**src/matrix4_inverse_core_assert.svh**
```systemverilog
// Assertion macros shared by the matrix inverse RTL.
`ifndef MATRIX4_INVERSE_CORE_ASSERT_SVH
`define MATRIX4_INVERSE_CORE_ASSERT_SVH
`ifndef SYNTHESIS
`define MINV_ASSERT(lbl, clk, rst, prop) \
   lbl: assert property (@(posedge clk) disable iff (rst) (prop)) \
      else $error("matrix4 inverse assertion failed");
`define MINV_ASSERT_NEXT(lbl, clk, rst, pre, post) \
   lbl: assert property (@(posedge clk) disable iff (rst) (pre) |=> (post)) \
      else $error("matrix4 inverse assertion failed");
`else
`define MINV_ASSERT(lbl, clk, rst, prop)
`define MINV_ASSERT_NEXT(lbl, clk, rst, pre, post)
`endif
`endif

```
**src/minv_mul.sv**
```systemverilog
// Shared 32x32 signed multiplier with a registered product.
module minv_mul (
   input  logic               clock,
   input  logic signed [31:0] op_a,
   input  logic signed [31:0] op_b,
   output logic signed [63:0] product
);
   logic signed [63:0] product_ff;
   logic signed [63:0] product_in;

   assign product_in = 64'(op_a) * 64'(op_b);

   always_ff @(posedge clock) begin
      product_ff <= product_in;
   end

   assign product = product_ff;
endmodule

```
**config.mk**
```make
export PLATFORM = sky130hd
export DESIGN_NAME = minv_mul
export DESIGN_NICKNAME = d
export VERILOG_FILES = /design/src/matrix4_inverse_core_assert.svh /design/src/minv_mul.sv
export SDC_FILE = /design/constraint.sdc
export NUM_CORES = 2
export LEC_CHECK = 0
export BUFFER_PORTS_ARGS = -buffer_cell sky130_fd_sc_hd__clkbuf_2
export CAP_MARGIN = 10
export CORE_MARGIN = 2
export CORE_UTILIZATION = 35
export CTS_CLUSTER_DIAMETER = 200
export DETAILED_ROUTE_END_ITERATION = 12
export PLACE_DENSITY = 0.51
export SLEW_MARGIN = 20
export SYNTH_ARGS = -nofsm -noshare
export SYNTH_HDL_FRONTEND = slang
export SYNTH_SLANG_ARGS = --single-unit
```
**constraint.sdc**
```tcl
create_clock -name clock -period 9.1 [get_ports clock]
set_input_delay 0 -clock clock [delete_from_list [all_inputs] [get_ports clock]]
set_output_delay 0 -clock clock [all_outputs]
set_load 0.005 [all_outputs]
```
==> summary.txt <==
Vias/cell: 4.778
total track usage: 20.25%
# hold bufs at CTS: 0
fin nets: 5250
floorplan row count: 120
largest net degree at the start of global routing: 33
final core area utilization: 37.28%
Post-CTS Setup Repair Bufs: 0
CP required: 9.33 ns
GPL Wtd Cong: 0.8548
vias in the first global route: 28557
Hold Path Class: primary input to flop
post-route setup TNS: 0 ns
Slew @ Worst Pin: 1.009 ns
minimum clock period: 7.839 ns
crit-path most repeated cell: fa_1
die area: 110200 µm²
commonest non-fill, non-tap cell in the layout: fa_1
Distinct cells, synth: 70
slew margin rel.: 32.74%
most frequent cells in the layout: fa_1 (1082), inv_1 (949), nand2_1 (524)
Reg clk slew, reported paths: 0.07 ns
FF+latch count, synth: 64
Seq/Total Area, Yosys: 3.404%
GR peak layer: met2
Finish-stage setup viols: 0
Largest register FFs: 64
crit-path cells: clkbuf_2 -> nand2_1 -> fa_1 -> fa_1 -> fa_1 -> inv_1 -> fa_1 -> fa_1 -> fa_1 -> inv_1 -> fa_1 -> inv_1 -> fa_1 -> ha_1 -> and3_2 -> nand2_1 -> nor2_1 -> nand3_1 -> nor4_1 -> nor2_1 -> a31o_2 -> xnor2_1
Num Clock Sinks: 64
HPWL after DPL: 89980 µm
CP Data Arrival Time: 8.07 ns
Final Max Tran Viols: 0
Ys Warns: 0
Worst path max stage delay: 0.98 ns
Critical-path top delay cell: fa_1
I/O pins: 129
Initial Util: 35.21%
CTS HTree Levels: 3
RSZ-0062 raised after global routing: no
Fmax: 127.6 MHz
Post-synth top flop: dfxtp_1
status: finished, final reports clean
Layout area overhead: 5.881%
TritonCTS clock tree: built
met2 Use GR: 37.71%
Chip Height: 331.9 µm
CTS root buf: clkbuf_16
WL/cell: 20.09 µm
Post-Syn Area: 37640 µm²
category of the worst setup path launch point: primary input
Die W: 331.9 µm
CTS max path bufs: 2
1st-pass router iterations: 5
TritonCTS buffer count: 9
Hold Path Origin: op_a[0]
GR Util met1: 25.25%
hold endpoint: product[0]
CP Class: primary input to flop
met3 Track Usage GR: 1.804%
initial antenna violation count: 5
Hold Crit Depth: 3
starting DRC count in detailed routing: 1349
vias: 25461
largest fanout on the critical path: 25
first-pass GRT wire length: 170000 µm
syn_nets: 5280
Total Wirelength: 107100 µm
max_cap viols: 0
period utilisation layout: 86.14%
grt total ovfl: 0
DRC violations left: 0
number of synthesized flops with an enable pin: 0
Antenna Violating Nets Remaining: 0
Async SR Flop Fraction: 0%
post_cts resized: 0
Avg Inst Size Synth: 9.531 µm²
layout cell share with drive strength beyond 1: 5.759%
core area: 106900 µm²
synthesized instance count: 3949
final hold vios: 0
PortBufs: 128
Crit. End Element: flop
-- worst max path at each step --
stage | endpoint | slack [ns] | startpoint | cells after the start
after global placement | product[63] | 1.00 | op_b[3] | 24
final | product[63] | 1.26 | op_b[8] | 22
after global routing | product[63] | 0.84 | op_b[5] | 26
after floorplan | product[63] | 1.76 | op_b[2] | 25
after CTS | product[63] | 1.31 | op_b[3] | 24
after detailed placement | product[63] | 0.95 | op_b[3] | 24
-- metal layers --
metal	up-vias	share of wire, %
met5	-	0.026
met4	4	2.7
met2	488	54
met3	103	3.4
met1	13682	40
li1	11184	-
-- critical path, delay by kind of cell --
family	cells	cell delay, ns
and+or+nand+nor	7	1.41
adders and majority gates	9	5.11
xor gates and xnor gates	1	0.13
buffers and inverters	4	1.12
AOI/OAI and AO/OA	1	0.25
-- kinds of logic (layout without fill, tap and decap cells) --
| logic type | count (synthesis) | count (layout) | share of synthesized area [%] |
|---|---|---|---|
| AOI/OAI and AO/OA | 204 | 204 | 3.843 |
| xor gates and xnor gates | 74 | 74 | 1.722 |
| adders and majority gates | 1266 | 1266 | 63.67 |
| buffers and inverters | 1163 | 1138 | 11.66 |
| DFF | 64 | 64 | 3.404 |
| other | 0 | 2 | 0 |
| and+or+nand+nor | 1178 | 1178 | 15.71 |
-- layout make-up --
type                    instances  area [µm²]
clock inverters                 5       56.30
diodes                          2       5.005
flip-flops and latches         64        1281
well taps                    1403        1755
clock buffers                  11       242.7
repair buffers                173       978.4
multi-input cells            2722       31970
fillers                     10956       67050
inverters                     949        3562
-- stage by stage --
stage	instance area (µm²)	setup slack (ns)	hold slack [ns]	std cells
final	39850	1.261	0.3223	5329
after global routing	39850	0.8374	0.3061	5327
after CTS	39850	1.307	0.2885	5327
after detailed placement	39550	0.9500	0.3703	5311
after global placement	39550	1.005	0.3704	5311
after floorplan	37640	1.757	0.1273	3949
-- synthesized netlist by cell type, types with 4 or more instances --
library cell  instances  area (µm²)
o21bai_1              4       30.03
a21o_1               33       247.7
clkbuf_1            200       750.7
o211ai_1              5       37.54
o21ai_0              36       180.2
a211oi_2              4       50.05
ha_1                184        2302
nor2_1               61       229.0
xnor2_1              52       455.4
o21a_1                4       30.03
a211o_1               5       43.79
nand4_1              11       68.82
nand2_1             524        1967
dfxtp_1              64        1281
and2_1              513        3209
inv_1               949        3562
fa_1               1082       21660
nand2b_1             13       81.33
nor2b_1               8       50.05
buf_2                10       50.05
nor3_1                7       35.03
a21oi_2               5       43.79
xor2_1               22       192.7
a21oi_1              63       315.3
nand3_1              17       85.08
a31oi_1               5       31.28
and3_1                9       56.30
Power is left out: the tool's default activity adds up to more than one toggle a clock period on the data nets, which glitch-free logic cannot reach.
