### src/matrix4_inverse_core_assert.svh
// Assertion macros shared by the matrix inverse RTL.
`ifndef MATRIX4_INVERSE_CORE_ASSERT_SVH
`define MATRIX4_INVERSE_CORE_ASSERT_SVH
`ifndef SYNTHESIS
`define MINV_ASSERT(lbl, clk, rst, prop) \
   lbl: assert property (@(posedge clk) disable iff (rst) (prop)) \
      else $error("matrix4 inverse assertion failed");
`define MINV_ASSERT_NEXT(lbl, clk, rst, pre, post) \
   lbl: assert property (@(posedge clk) disable iff (rst) (pre) |=> (post)) \
      else $error("matrix4 inverse assertion failed");
`else
`define MINV_ASSERT(lbl, clk, rst, prop)
`define MINV_ASSERT_NEXT(lbl, clk, rst, pre, post)
`endif
`endif

### src/minv_pkg.sv
// Shared types, index tables and helpers for the matrix inverse core.
package minv_pkg;

   localparam int MAT_N = 16;
   localparam int TERMS = 6;

   // Operand indexes {a, b, c} of the six triple terms of each adjugate entry.
   localparam int ADJ_IDX [16][18] = '{
      '{5,10,15, 5,11,14, 9,6,15, 9,7,14, 13,6,11, 13,7,10},
      '{1,10,15, 1,11,14, 9,2,15, 9,3,14, 13,2,11, 13,3,10},
      '{1,6,15, 1,7,14, 5,2,15, 5,3,14, 13,2,7, 13,3,6},
      '{1,6,11, 1,7,10, 5,2,11, 5,3,10, 9,2,7, 9,3,6},
      '{4,10,15, 4,11,14, 8,6,15, 8,7,14, 12,6,11, 12,7,10},
      '{0,10,15, 0,11,14, 8,2,15, 8,3,14, 12,2,11, 12,3,10},
      '{0,6,15, 0,7,14, 4,2,15, 4,3,14, 12,2,7, 12,3,6},
      '{0,6,11, 0,7,10, 4,2,11, 4,3,10, 8,2,7, 8,3,6},
      '{4,9,15, 4,11,13, 8,5,15, 8,7,13, 12,5,11, 12,7,9},
      '{0,9,15, 0,11,13, 8,1,15, 8,3,13, 12,1,11, 12,3,9},
      '{0,5,15, 0,7,13, 4,1,15, 4,3,13, 12,1,7, 12,3,5},
      '{0,5,11, 0,7,9, 4,1,11, 4,3,9, 8,1,7, 8,3,5},
      '{4,9,14, 4,10,13, 8,5,14, 8,6,13, 12,5,10, 12,6,9},
      '{0,9,14, 0,10,13, 8,1,14, 8,2,13, 12,1,10, 12,2,9},
      '{0,5,14, 0,6,13, 4,1,14, 4,2,13, 12,1,6, 12,2,5},
      '{0,5,10, 0,6,9, 4,1,10, 4,2,9, 8,1,6, 8,2,5}
   };

   // Entries whose sign pattern is inverted, bit per entry.
   localparam logic [15:0] ADJ_NEG = 16'h5A5A;
   // Terms subtracted in the base pattern + - - + + -.
   localparam logic [5:0] TERM_MINUS = 6'b100110;

   typedef struct packed {
      logic done;
      logic clamped;
   } div_stat_type;

   function automatic logic signed [31:0] sat32(input logic signed [63:0] x);
      logic signed [31:0] r;
      if (x > 64'sd2147483647) r = 32'sh7FFFFFFF;
      else if (x < -64'sd2147483648) r = 32'sh80000000;
      else r = x[31:0];
      return r;
   endfunction

endpackage

### src/minv_div.sv
// Bit-serial restoring divider: Q.F quotient of two signed values, clamped.
module minv_div #(
   parameter int FRAC_BITS = 16
) (
   input  logic                  clock,
   input  logic                  reset,
   input  logic                  start,
   input  logic signed [63:0]    num,
   input  logic signed [63:0]    den,
   output logic signed [31:0]    quotient,
   output minv_pkg::div_stat_type stat,
   output logic                  busy
);
   localparam int NW = 64 + FRAC_BITS;
   localparam int QB = 33;

   logic          busy_ff, busy_in;
   logic          neg_ff, neg_in;
   logic [63:0]   den_ff, den_in;
   logic [63:0]   rem_ff, rem_in;
   logic [QB-1:0] low_ff, low_in;
   logic [QB-1:0] quo_ff, quo_in;
   logic [5:0]    cnt_ff, cnt_in;
   logic signed [31:0] q_ff, q_in;
   minv_pkg::div_stat_type stat_ff, stat_in;

   logic [63:0] abs_num, abs_den;
   logic [NW-1:0] numer;
   logic [NW-QB-1:0] numer_hi;
   logic [64:0] rem_sh, rem_sub;
   logic [QB-1:0] quo_next, lim;

   always_comb begin
      abs_num  = num[63] ? 64'(-num) : 64'(num);
      abs_den  = den[63] ? 64'(-den) : 64'(den);
      numer    = NW'(abs_num) << FRAC_BITS;
      numer_hi = numer[NW-1:QB];
      rem_sh   = {rem_ff, low_ff[QB-1]};
      rem_sub  = rem_sh - {1'b0, den_ff};
      quo_next = {quo_ff[QB-2:0], ~rem_sub[64]};
      lim      = neg_ff ? QB'(33'h080000000) : QB'(33'h07FFFFFFF);

      busy_in = busy_ff;
      neg_in  = neg_ff;
      den_in  = den_ff;
      rem_in  = rem_ff;
      low_in  = low_ff;
      quo_in  = quo_ff;
      cnt_in  = cnt_ff;
      q_in    = q_ff;
      stat_in = '{done: 1'b0, clamped: stat_ff.clamped};

      if (!busy_ff) begin
         if (start) begin
            neg_in = num[63] ^ den[63];
            den_in = abs_den;
            low_in = numer[QB-1:0];
            quo_in = '0;
            cnt_in = '0;
            if (64'(numer_hi) >= abs_den) begin
               // whole part already past the range: clamp at once
               q_in = (num[63] ^ den[63]) ? 32'sh80000000 : 32'sh7FFFFFFF;
               stat_in = '{done: 1'b1, clamped: 1'b1};
            end else begin
               rem_in  = 64'(numer_hi);
               busy_in = 1'b1;
            end
         end
      end else begin
         if (!rem_sub[64]) rem_in = rem_sub[63:0];
         else rem_in = rem_sh[63:0];
         low_in = {low_ff[QB-2:0], 1'b0};
         quo_in = quo_next;
         cnt_in = cnt_ff + 6'd1;
         if (cnt_ff == 6'(QB - 1)) begin
            busy_in = 1'b0;
            if (quo_next > lim) begin
               q_in = neg_ff ? 32'sh80000000 : 32'sh7FFFFFFF;
               stat_in = '{done: 1'b1, clamped: 1'b1};
            end else begin
               q_in = neg_ff ? 32'(-quo_next) : quo_next[31:0];
               stat_in = '{done: 1'b1, clamped: 1'b0};
            end
         end
      end
   end

   always_ff @(posedge clock) begin
      if (reset) begin
         busy_ff <= 1'b0;
         stat_ff <= '0;
      end else begin
         busy_ff <= busy_in;
         stat_ff <= stat_in;
      end
      neg_ff <= neg_in;
      den_ff <= den_in;
      rem_ff <= rem_in;
      low_ff <= low_in;
      quo_ff <= quo_in;
      cnt_ff <= cnt_in;
      q_ff   <= q_in;
   end

   assign quotient = q_ff;
   assign stat     = stat_ff;
   assign busy     = busy_ff;
endmodule

### config.mk
export PLATFORM = sky130hd
export DESIGN_NAME = minv_div
export DESIGN_NICKNAME = d
export VERILOG_FILES = /design/src/matrix4_inverse_core_assert.svh /design/src/minv_pkg.sv /design/src/minv_div.sv
export SDC_FILE = /design/constraint.sdc
export NUM_CORES = 1
export LEC_CHECK = 0
export ABC_AREA = 1
export BUFFER_PORTS_ARGS = -buffer_cell sky130_fd_sc_hd__buf_4
export CAP_MARGIN = 0
export CORE_ASPECT_RATIO = 0.7
export CORE_UTILIZATION = 30
export DETAILED_ROUTE_END_ITERATION = 8
export GPL_TIMING_DRIVEN = 1
export PLACE_DENSITY_LB_ADDON = 0.25
export SLEW_MARGIN = 25
export SYNTH_ARGS = -nofsm -noshare
export SYNTH_HDL_FRONTEND = slang
export SYNTH_SLANG_ARGS = --single-unit
### constraint.sdc
create_clock -name clock -period 12.6 [get_ports clock]
set_clock_uncertainty 0.1 [all_clocks]
set_input_delay 1.89 -clock clock [delete_from_list [all_inputs] [get_ports clock]]
set_output_delay 1.89 -clock clock [all_outputs]
set_load 0.05 [all_outputs]
==> summary.md, run 1 <==
| Metric | Value |
|---|---|
| Root Driver | clkbuf_16 |
| Critical R2R Launch | low_ff[32] |
| Netlist cell types | 52 |
| Minimum clock period | 6.220 ns |
| Most Frequent Cell on Critical Path | nand2_1 |
| Total core area | between 60000 and 70000 um^2 |
| Slew headroom | around a third |
| Final setup fails | 0 |
| Syn Area/Cell | about 6.8 um^2 |
| Main synth FF type | edfxtp_1 |
| Commonest non-fill, non-tap cell in the layout | nand2_1 |
| Flop pwr share | 32.1% |
| Site row count | 80 |
| CP peak stage delay | about 0.67 ns |
| Die Y | 222.3 um |
| Via count | about 21000 |
| CTS buffer count | 28 |
| Fmax | 0.1608 GHz |
| Final Slew Violations | 0 |
| Status | complete, no violations |
| Post-synth ARST share | 0% |
| Port bufs | 165 |
| Antenna cells | 0 |
| CP Max Fanout | 64 |
| P_leak | 10.82 nW |
| Clk_lat worst skew | about 0.59 ns |
| Number of synthesized flops with an enable pin | 216 |
| Filler Cells Inserted | 7415 |
| DRC | 0 |
| Tot Pwr | about 3.0 mW |
| PostCTS Resize Cnt | 0 |
| Setup repair bufs after CTS | 0 |
| Routed WL | 79790 um |
| Multi-input logic area | 12190 um^2 |
| Total GRT Usage | between 20 and 25% |
| Initial core utilization | ~30% |
| DR WL/cell | between 15 and 20 um |
| Clock power share | 27.0% |
| Worst r2r path cells | 24 |
| H-Tree Depth | 1 |
| Netlist Area Pre-Place | 20810 um^2 |
| Post-DR vias/cell | 5.058 |
| Final setup TNS | 0 ns |
| Max Cap Viol | 0 |
| Io pins | 166 |
| Final hold vios | 0 |
| Sw frac | 41.31% |
| Most frequent cells in the layout | nand2_1 (756), inv_1 (468), nor2_1 (454), edfxtp_1 (216), a21oi_1 (196) |
| CP required | 12.70 ns |
| Maximum VDD drop | 0.0001074 V |
| Critical path arrival | 6.32 ns |
| Actual slew at the worst max-slew pin | approximately 0.96 ns |
| Logic pwr share | 40.9% |
| Storage cell area | between 6000 and 7000 um^2 |
| Overflow after GRT | 0 |
| Share of post-route cells with drive strength above 1 | 8.359% |
| Routability Congestion | 0.9885 |
| CP Class | input port to register |
| Final period util | 49.37% |
| Die X | 316.8 um |
| Mapped Nets | 3336 |
| Largest net degree at the start of global routing | 73 |
| Max stage delay cell, worst path | buf_4 |
| Hold Path Class | register to register |
| Die area | between 70000 and 80000 um^2 |
| Initial antenna violation count | 3 |
| Number of global-route vias before repair | about 19000 |
| TritonCTS clock tree | yes |
| End point of the critical path | rem_ff[5] |
| Worst setup SP type | input port |
| CP Launch Point | num[0] |
| Sequential element share of the synthesized area | 31.46% |
| RSZ-0062 raised after global routing | no |
| PwrDens | 125.9 nW/um^2 |
| Syn. warnings | 0 |
| Clk buf depth | 3 |
| Flop and latch count out of synthesis | approximately 220 |
| Pre-antenna DRT Iters | 5 |
| Clock transition at path regs | ~0.07 ns |
| Clock tree sinks | 219 |
| Area Growth Syn to Fin | 14.77% |
| CP Capture Type | register |
| First-pass GRT wire length | 119700 um |
| Reg2reg end | quotient[8] |
| NetSw | 1.241 mW |
| FF-to-FF setup slack | 6.94 ns |
| Fin nets | 3478 |
| Mapped Cells | 3056 |
| Dpl hpwl | approximately 66000 um |
| Int Power | roughly 1.8 mW |
| Detailed Route Iter0 Violations | between 2000 and 2500 |
| Hold_buf cts | 0 |
| Post-route ant nets | 0 |
-- per-layer routing --
| layer | vias up | track usage (%) | part of all wire, % |
|---|---|---|---|
| met5 | - | 0 | 0 |
| met4 | 0 | 3.660 | 1.6 |
| met3 | 73 | 3.528 | 8.4 |
| met2 | 829 | 28.78 | 36 |
| met1 | 9686 | 37.71 | 54 |
| li1 | 10250 | - | - |
-- critical path, delay by kind of cell --
kind            cells  cell delay [ns]
fa+ha+maj           2             0.55
xor+xnor            1             0.23
simple gates       20             2.13
buf+inv             5             1.08
compound gates      3             0.36
-- worst min-delay path by stage --
stage,end,slack (ns),cells after the start,startpoint
floorplan,low_ff[19],0.39,2,low_ff[18]
global placement,low_ff[19],0.41,2,low_ff[18]
detailed placement,low_ff[29],0.42,2,low_ff[28]
CTS,low_ff[24],0.43,2,low_ff[23]
global route,low_ff[19],0.46,2,low_ff[18]
finish,low_ff[19],0.43,2,low_ff[18]
-- state kept, by name, indices dropped and copies added (netlist names) --
name	flops
den_ff	64
rem_ff	64
quo_ff	32
quotient	32
low_ff	17
cnt_ff	6
stat	2
busy	1
neg_ff	1
-- through the flow --
stage	std cells	cell area, um^2	setup slack (ns)	hold WS, ns	util (%)
final	4120	23880	6.380	0.4267	34.93
after global routing	4120	23880	5.972	0.4649	34.93
after CTS	4120	23880	6.416	0.4281	34.93
after detailed placement	4070	22960	5.811	0.4206	33.58
after global placement	4070	22960	5.886	0.4125	33.58
after floorplan	3056	20810	6.129	0.3947	-
-- power groups by stage --
stage	logic [mW]	registers [mW]	clock network (mW)
final	1.23	0.964	0.812
after global routing	1.36	0.973	0.855
after CTS	1.20	0.963	0.831
after detailed placement	1.19	0.978	0
after global placement	1.20	0.977	0
after floorplan	0.824	0.961	0
-- cells in the mapped netlist (12+ instances only) --
cell | count | area (um^2)
nor3_1 | 48 | 240.2
edfxtp_1 | 216 | 6486
ha_1 | 148 | 1852
nand2_1 | 757 | 2841
xor2_1 | 102 | 893.4
buf_2 | 16 | 80.08
o31ai_1 | 12 | 90.09
o211ai_1 | 31 | 232.7
nor4_1 | 22 | 137.6
o21bai_1 | 15 | 112.6
nor2_2 | 18 | 112.6
xnor2_1 | 56 | 490.5
o21ai_0 | 166 | 830.8
nand4_1 | 42 | 262.8
a21oi_1 | 196 | 980.9
inv_1 | 470 | 1764
nor2_1 | 455 | 1708
a31oi_1 | 20 | 125.1
nand3_1 | 130 | 650.6
clkbuf_1 | 32 | 120.1
-- kinds of logic after synthesis --
family / synth area share [%]
and+or+nand+nor: 29.97
buffers and inverters: 10.02
AOI/OAI and AO/OA: 12.85
DFF: 31.46
xor gates and xnor gates: 6.651
adders and majority gates: 8.996
muxes: 0.04811
-- layout make-up --
cell class / count / area share (%)
multi-input combinational: 2300 / 51.03
sequential: 219 / 27.43
inverter: 474 / 7.456
timing repair buffer: 175 / 5.502
tap: 902 / 4.726
clock buffer: 29 / 2.950
clock inverter: 21 / 0.9065
Note: power is estimated with default switching activity, not from simulation.
==> run 2: changes to the inputs <==
==> constraint.sdc (replaced) <==
create_clock -name clock -period 5.4 [get_ports clock]
set_clock_uncertainty 0.1 [all_clocks]
set_input_delay 0.81 -clock clock [delete_from_list [all_inputs] [get_ports clock]]
set_output_delay 0.81 -clock clock [all_outputs]
set_load 0.05 [all_outputs]
==> summary.md, run 2 (same netlist as run 1, synthesis figures left out) <==
| Metric | Value |
|---|---|
| Status | complete, no violations (unchanged) |
| Worst setup SP type | register (was input port) |
| Die area | 70430 um^2 (unchanged) |
| Actual slew at the worst max-slew pin | 0.9274 ns (was 0.9648 ns) |
| CP Capture Type | register (unchanged) |
| DR WL/cell | 19.22 um (was 19.37 um) |
| Global routing's busiest layer | met1 (unchanged) |
| PostCTS Resize Cnt | 0 (unchanged) |
| Hold Crit Start | reset (was low_ff[18]) |
| Maximum VDD drop | 0.0001839 V (was 0.0001074 V) |
| CP Launch Point | low_ff[32] (was num[0]) |
| Initial core utilization | 30.43% (unchanged) |
| Share of post-route cells with drive strength above 1 | 8.830% (was 8.359%) |
| Clock transition at path regs | 0.06 ns (was 0.07 ns) |
| Post-route ant nets | 0 (unchanged) |
| Number of global-route vias before repair | 19150 (about the same) |
| RSZ-0062 raised after global routing | no (unchanged) |
| Buf/Inv on CP | 3 (was 5) |
| Setup repair bufs after CTS | 0 (unchanged) |
| Minimum clock period | between 4 and 5 ns |
| Global routing met1 resource utilization | 37.10% (was 37.71%) |
| Pre-antenna DRT Iters | 6 (was 5) |
| Hold_buf cts | 0 (unchanged) |
| Detailed Route Iter0 Violations | 2203 (was 2121) |
| GR Util met2 | 28.98% (was 28.78%) |
| Site row count | 80 (unchanged) |
| Most Frequent Cell on Critical Path | nand2_1 (unchanged) |
| Post-DR vias/cell | 5.021 (was 5.058) |
| Final setup TNS | 0 ns (unchanged) |
| Die Y | 222.3 um (unchanged) |
| Root Driver | clkbuf_16 (unchanged) |
| Top flop regs | den_ff: 64 flops, rem_ff: 64 flops (unchanged) |
| Worst r2r path cells | 28 (was 24) |
| Slew headroom | 37.70% (was 35.18%) |
| CP required | 5.59 ns (was 12.70 ns) |
| Largest net degree at the start of global routing | 80 (was 73) |
| Most frequent cells in the layout | nand2_1 (756), inv_1 (468), nor2_1 (454), edfxtp_1 (216), a21oi_1 (196) (unchanged) |
| Overflow after GRT | 0 (unchanged) |
| Max stage delay cell, worst path | edfxtp_1 (was buf_4) |
| Via count | 20790 (was 20840) |
| Critical path arrival | 4.97 ns (was 6.32 ns) |
| Port bufs | 165 (unchanged) |
| Io pins | 166 (unchanged) |
| Clk buf depth | 3 (unchanged) |
| Grt met3 use | 3.453% (was 3.528%) |
| CP Class | register to register (was input port to register) |
| Crit. path cell count | 28 (was 31) |
| Final setup fails | 0 (unchanged) |
| Placed Area | 23190 um^2 (was 22960 um^2) |
| TritonCTS clock tree | yes (unchanged) |
| Final hold vios | 0 (unchanged) |
| Fmax | 0.2090 GHz |
| Commonest non-fill, non-tap cell in the layout | nand2_1 (unchanged) |
| Antenna cells | 0 (unchanged) |
| Clk_lat worst skew | 0.57 ns (was 0.59 ns) |
| Design Area, Final | 24040 um^2 (was 23880 um^2) |
| Area Growth Syn to Fin | 15.53% (was 14.77%) |
| P_leak | 10.92 nW (was 10.82 nW) |
| DRC | 0 (unchanged) |
| Critical R2R Launch | low_ff[32] (unchanged) |
| Total core area | 68370 um^2 (unchanged) |
| Routability Congestion | 0.9962 (was 0.9885) |
| Dpl hpwl | 66680 um (was 66000 um) |
| Hold Path Class | input port to register (was register to register) |
| Final Slew Violations | 0 (unchanged) |
| Tot Pwr | 7.011 mW (was 3.005 mW) |
| Fin nets | 3500 (was 3478) |
| CP Max Fanout | 8 (was 64) |
| Largest delay contributor family on the critical path | simple AND/OR/NAND/NOR gates (unchanged) |
| CP peak stage delay | 0.53 ns (was 0.67 ns) |
| Max Cap Viol | 0 (unchanged) |
| H-Tree Depth | 1 (unchanged) |
| Final period util | 88.62% |
| Clock tree sinks | 219 (unchanged) |
| PwrDens | 291.7 nW/um^2 (was 125.9 nW/um^2) |
| CTS buffer count | 26 (was 28) |
| Initial antenna violation count | 2 (was 3) |
| First-pass GRT wire length | 119800 um (was 119700 um) |
| Worst hold path stage count | 2 (unchanged) |
| Die X | 316.8 um (unchanged) |
| Routed WL | 79600 um (was 79790 um) |
| Total GRT Usage | 22.21% (was 22.36%) |
==> run 2: changes by cell type in the layout (fill, tap and decap cells not counted) <==
cell        delta
buf_4         +20
clkbuf_1       +5
buf_12         +4
clkinv_2       -3
clkbuf_16      -1
clkinv_1       -1
clkinv_16      -1
clkinvlp_4     -1
inv_6          -1
==> run 2: area by class of cell <==
class	count	area [um^2]
fill	7446	44330
multi-input combinational	2300	12190
sequential	219	6550
inverter	474	1780
timing repair buffer	199	1544
tap	902	1129
clock buffer	33	698.2
clock inverter	14	151.4
==> run 2: power breakdown <==
part,internal [mW],switching (mW)
Combinational,0.939,2.02
Clock,1.06,0.751
Sequential,2.12,0.125
Total,4.11,2.90
==> run 2: layer usage <==
layer	vias to the layer above	part of all wire, %
li1	10290	-
met1	9665	54
met2	750	37
met3	81	7.8
met4	2	1.6
met5	-	0.016
==> run 2: stage by stage <==
step                      instances  hold WS [ns]  utilization (%)  worst slack [ns]
after floorplan                3056        0.3947                -          0.008616
after global placement         4094        0.4081            33.92            0.4626
after detailed placement       4094        0.4159            33.92            0.3947
after CTS                      4141        0.3353            35.16            0.6957
after global routing           4141        0.3346            35.16            0.3449
final                          4141        0.3538            35.16            0.6147
==> run 2: final timing paths <==
check	end	slack (ns)
worst min-delay path	stat[0]	0.35
worst max register to register	quotient[30]	0.61
worst max-delay path	quotient[30]	0.61
worst min register to register	low_ff[19]	0.43
==> run 3: changes to the inputs <==
==> constraint.sdc (replaced) <==
create_clock -name clock -period 5.4 [get_ports clock]
set_clock_uncertainty 0.1 [all_clocks]
set_input_delay 0.27 -clock clock [delete_from_list [all_inputs] [get_ports clock]]
set_output_delay 0.27 -clock clock [all_outputs]
set_load 0.05 [all_outputs]
==> summary.md, run 3 (same netlist as run 1, synthesis figures left out) <==
| Metric | Value |
|---|---|
| Minimum clock period | 4.733 ns (was 4.785 ns) |
| DR WL/cell | 19.46 um (was 19.22 um) |
| Total core area | 68370 um^2 (unchanged) |
| Post-route ant nets | 0 (unchanged) |
| PwrDens | 289.0 nW/um^2 (was 291.7 nW/um^2) |
| Fmax | 0.2113 GHz (was 0.2090 GHz) |
| Pre-antenna DRT Iters | 5 (was 6) |
| CP Class | input port to register (was register to register) |
| Fin nets | 3496 (was 3500) |
| Io pins | 166 (unchanged) |
| Status | complete, no violations (unchanged) |
| Routed wl met3 | 7035 um (was 6169 um) |
| CP Max Fanout | 32 (was 8) |
| Top flop regs | den_ff: 64 flops, rem_ff: 64 flops (unchanged) |
| Clock tree sinks | 219 (unchanged) |
| Post-layout instance count excluding filler cells | 4138 (was 4141) |
| Clk_lat worst skew | 0.57 ns (about the same) |
| Final period util | 87.65% (was 88.62%) |
| Filler Cells Inserted | 7425 (was 7446) |
| CP peak stage delay | 0.54 ns (was 0.53 ns) |
| Critical path arrival | 4.84 ns (was 4.97 ns) |
| Pre-CTS WS | 0.6855 ns (was 0.3947 ns) |
| Overflow after GRT | 0 (unchanged) |
| Setup ws final | 0.6666 ns (was 0.6147 ns) |
| CP required | 5.51 ns (was 5.59 ns) |
| Final setup fails | 0 (unchanged) |
| Die X | 316.8 um (unchanged) |
| Share of post-route cells with drive strength above 1 | 8.529% (was 8.830%) |
| Most frequent cells in the layout | nand2_1 (756), inv_1 (468), nor2_1 (454), edfxtp_1 (216), a21oi_1 (196) (unchanged) |
| Root Driver | clkbuf_16 (unchanged) |
| Maximum VDD drop | 0.0002445 V (was 0.0001839 V) |
| Multi-input logic area | 12190 um^2 (unchanged) |
| Die area | 70430 um^2 (unchanged) |
| Final hold vios | 0 (unchanged) |
| Slew headroom | 40.79% (was 37.70%) |
| Site row count | 80 (unchanged) |
| Max stage delay cell, worst path | dlygate4sd3_1 (was edfxtp_1) |
| Worst setup SP type | input port (was register) |
| Area Growth Syn to Fin | 15.36% (was 15.53%) |
| Routability Congestion | 0.9876 (was 0.9962) |
| Clock transition at path regs | 0.06 ns (about the same) |
| Final Slew Violations | 0 (unchanged) |
| Final core area utilization | 35.11% (was 35.16%) |
| Commonest non-fill, non-tap cell in the layout | nand2_1 (unchanged) |
| RSZ-0062 raised after global routing | no (unchanged) |
| Total GRT Usage | 22.56% (was 22.21%) |
| Antenna cells | 0 (unchanged) |
| Most Frequent Cell on Critical Path | nand2_1 (unchanged) |
| CTS buffer count | 26 (unchanged) |
| First-pass GRT wire length | 121200 um (was 119800 um) |
| Met2 Routed Length | 29950 um (was 29510 um) |
| P_leak | 10.88 nW (was 10.92 nW) |
| Detailed Route Iter0 Violations | 2113 (was 2203) |
| Number of global-route vias before repair | 19420 (was 19150) |
| CP Capture Type | register (unchanged) |
| Final Hold Slack | 0.03680 ns (was 0.3538 ns) |
| Max Cap Viol | 0 (unchanged) |
| Routed WL | 80530 um (was 79600 um) |
| DRC | 0 (unchanged) |
| Storage cell area | 6550 um^2 (unchanged) |
| Initial core utilization | 30.43% (unchanged) |
| Dpl hpwl | 66670 um (was 66680 um) |
| Port bufs | 165 (unchanged) |
| Largest net degree at the start of global routing | 80 (unchanged) |
| Die Y | 222.3 um (unchanged) |
| Post-DR vias/cell | 5.079 (was 5.021) |
| Via count | 21020 (was 20790) |
| Hold Path Class | input port to register (unchanged) |
| Final setup TNS | 0 ns (unchanged) |
| WL met1 | 42280 um (was 42630 um) |
| H-Tree Depth | 1 (unchanged) |
| Initial antenna violation count | 0 (was 2) |
| Actual slew at the worst max-slew pin | 0.8882 ns (was 0.9274 ns) |
| Clk buf depth | 3 (unchanged) |
| Post-Place Cells | 4079 (was 4094) |
| Top layer in use | met4 (was met5) |
| TritonCTS clock tree | yes (unchanged) |
## run 3: worst max-delay path, delay by kind of cell
family	cells	cell delay, ns
and+or+nand+nor	23	2.47
adders and majority gates	2	0.54
xor gates and xnor gates	1	0.18
AOI/OAI and AO/OA	1	0.08
buffers and inverters	5	1.27
## run 3: worst paths after layout
check / start / end / slack [ns] / cells past startpoint
setup / recovery: num[0] / quotient[23] / 0.67 / 32
hold / removal: num[11] / low_ff[27] / 0.04 / 3
setup reg to reg: den_ff[0] / quotient[30] / 0.76 / 27
hold reg to reg: low_ff[28] / low_ff[29] / 0.43 / 2
## run 3: through the flow
stage                     area, um^2  power (mW)
final                          24000       6.937
after global routing           24000       7.343
after CTS                      24000       6.898
after detailed placement       23050       5.112
after global placement         23050       5.123
after floorplan                20810       4.166
## run 3: repair_timing
| action | CTS | global route |
|---|---|---|
| gates resized for setup | 0 | 0 |
| hold endpoints to repair | 13 | 0 |
| buffers inserted | 0 | 0 |
| hold buffers | 11 | 0 |
## run 3: layout make-up
| class | instances | area share, % |
|---|---|---|
| Multi-Input combinational cell | 2300 | 50.77 |
| Timing Repair Buffer | 195 | 6.318 |
| Tap cell | 902 | 4.702 |
| Clock buffer | 36 | 3.076 |
| Sequential cell | 219 | 27.29 |
| Clock inverter | 12 | 0.4275 |
| Inverter | 474 | 7.418 |
## run 3: power breakdown
part	leakage [nW]	switching, mW	internal [mW]	total [mW]
logic	8.30	2.01	0.932	2.94
clock network	0.402	0.783	0.970	1.75
registers	2.17	0.124	2.12	2.24
total	10.9	2.92	4.02	6.94
## run 3: layer usage
metal	global-route usage [%]	vias up
li1	-	10290
met1	37.11	9851
met2	29.57	794
met3	4.499	76
met4	3.489	0
met5	0	-
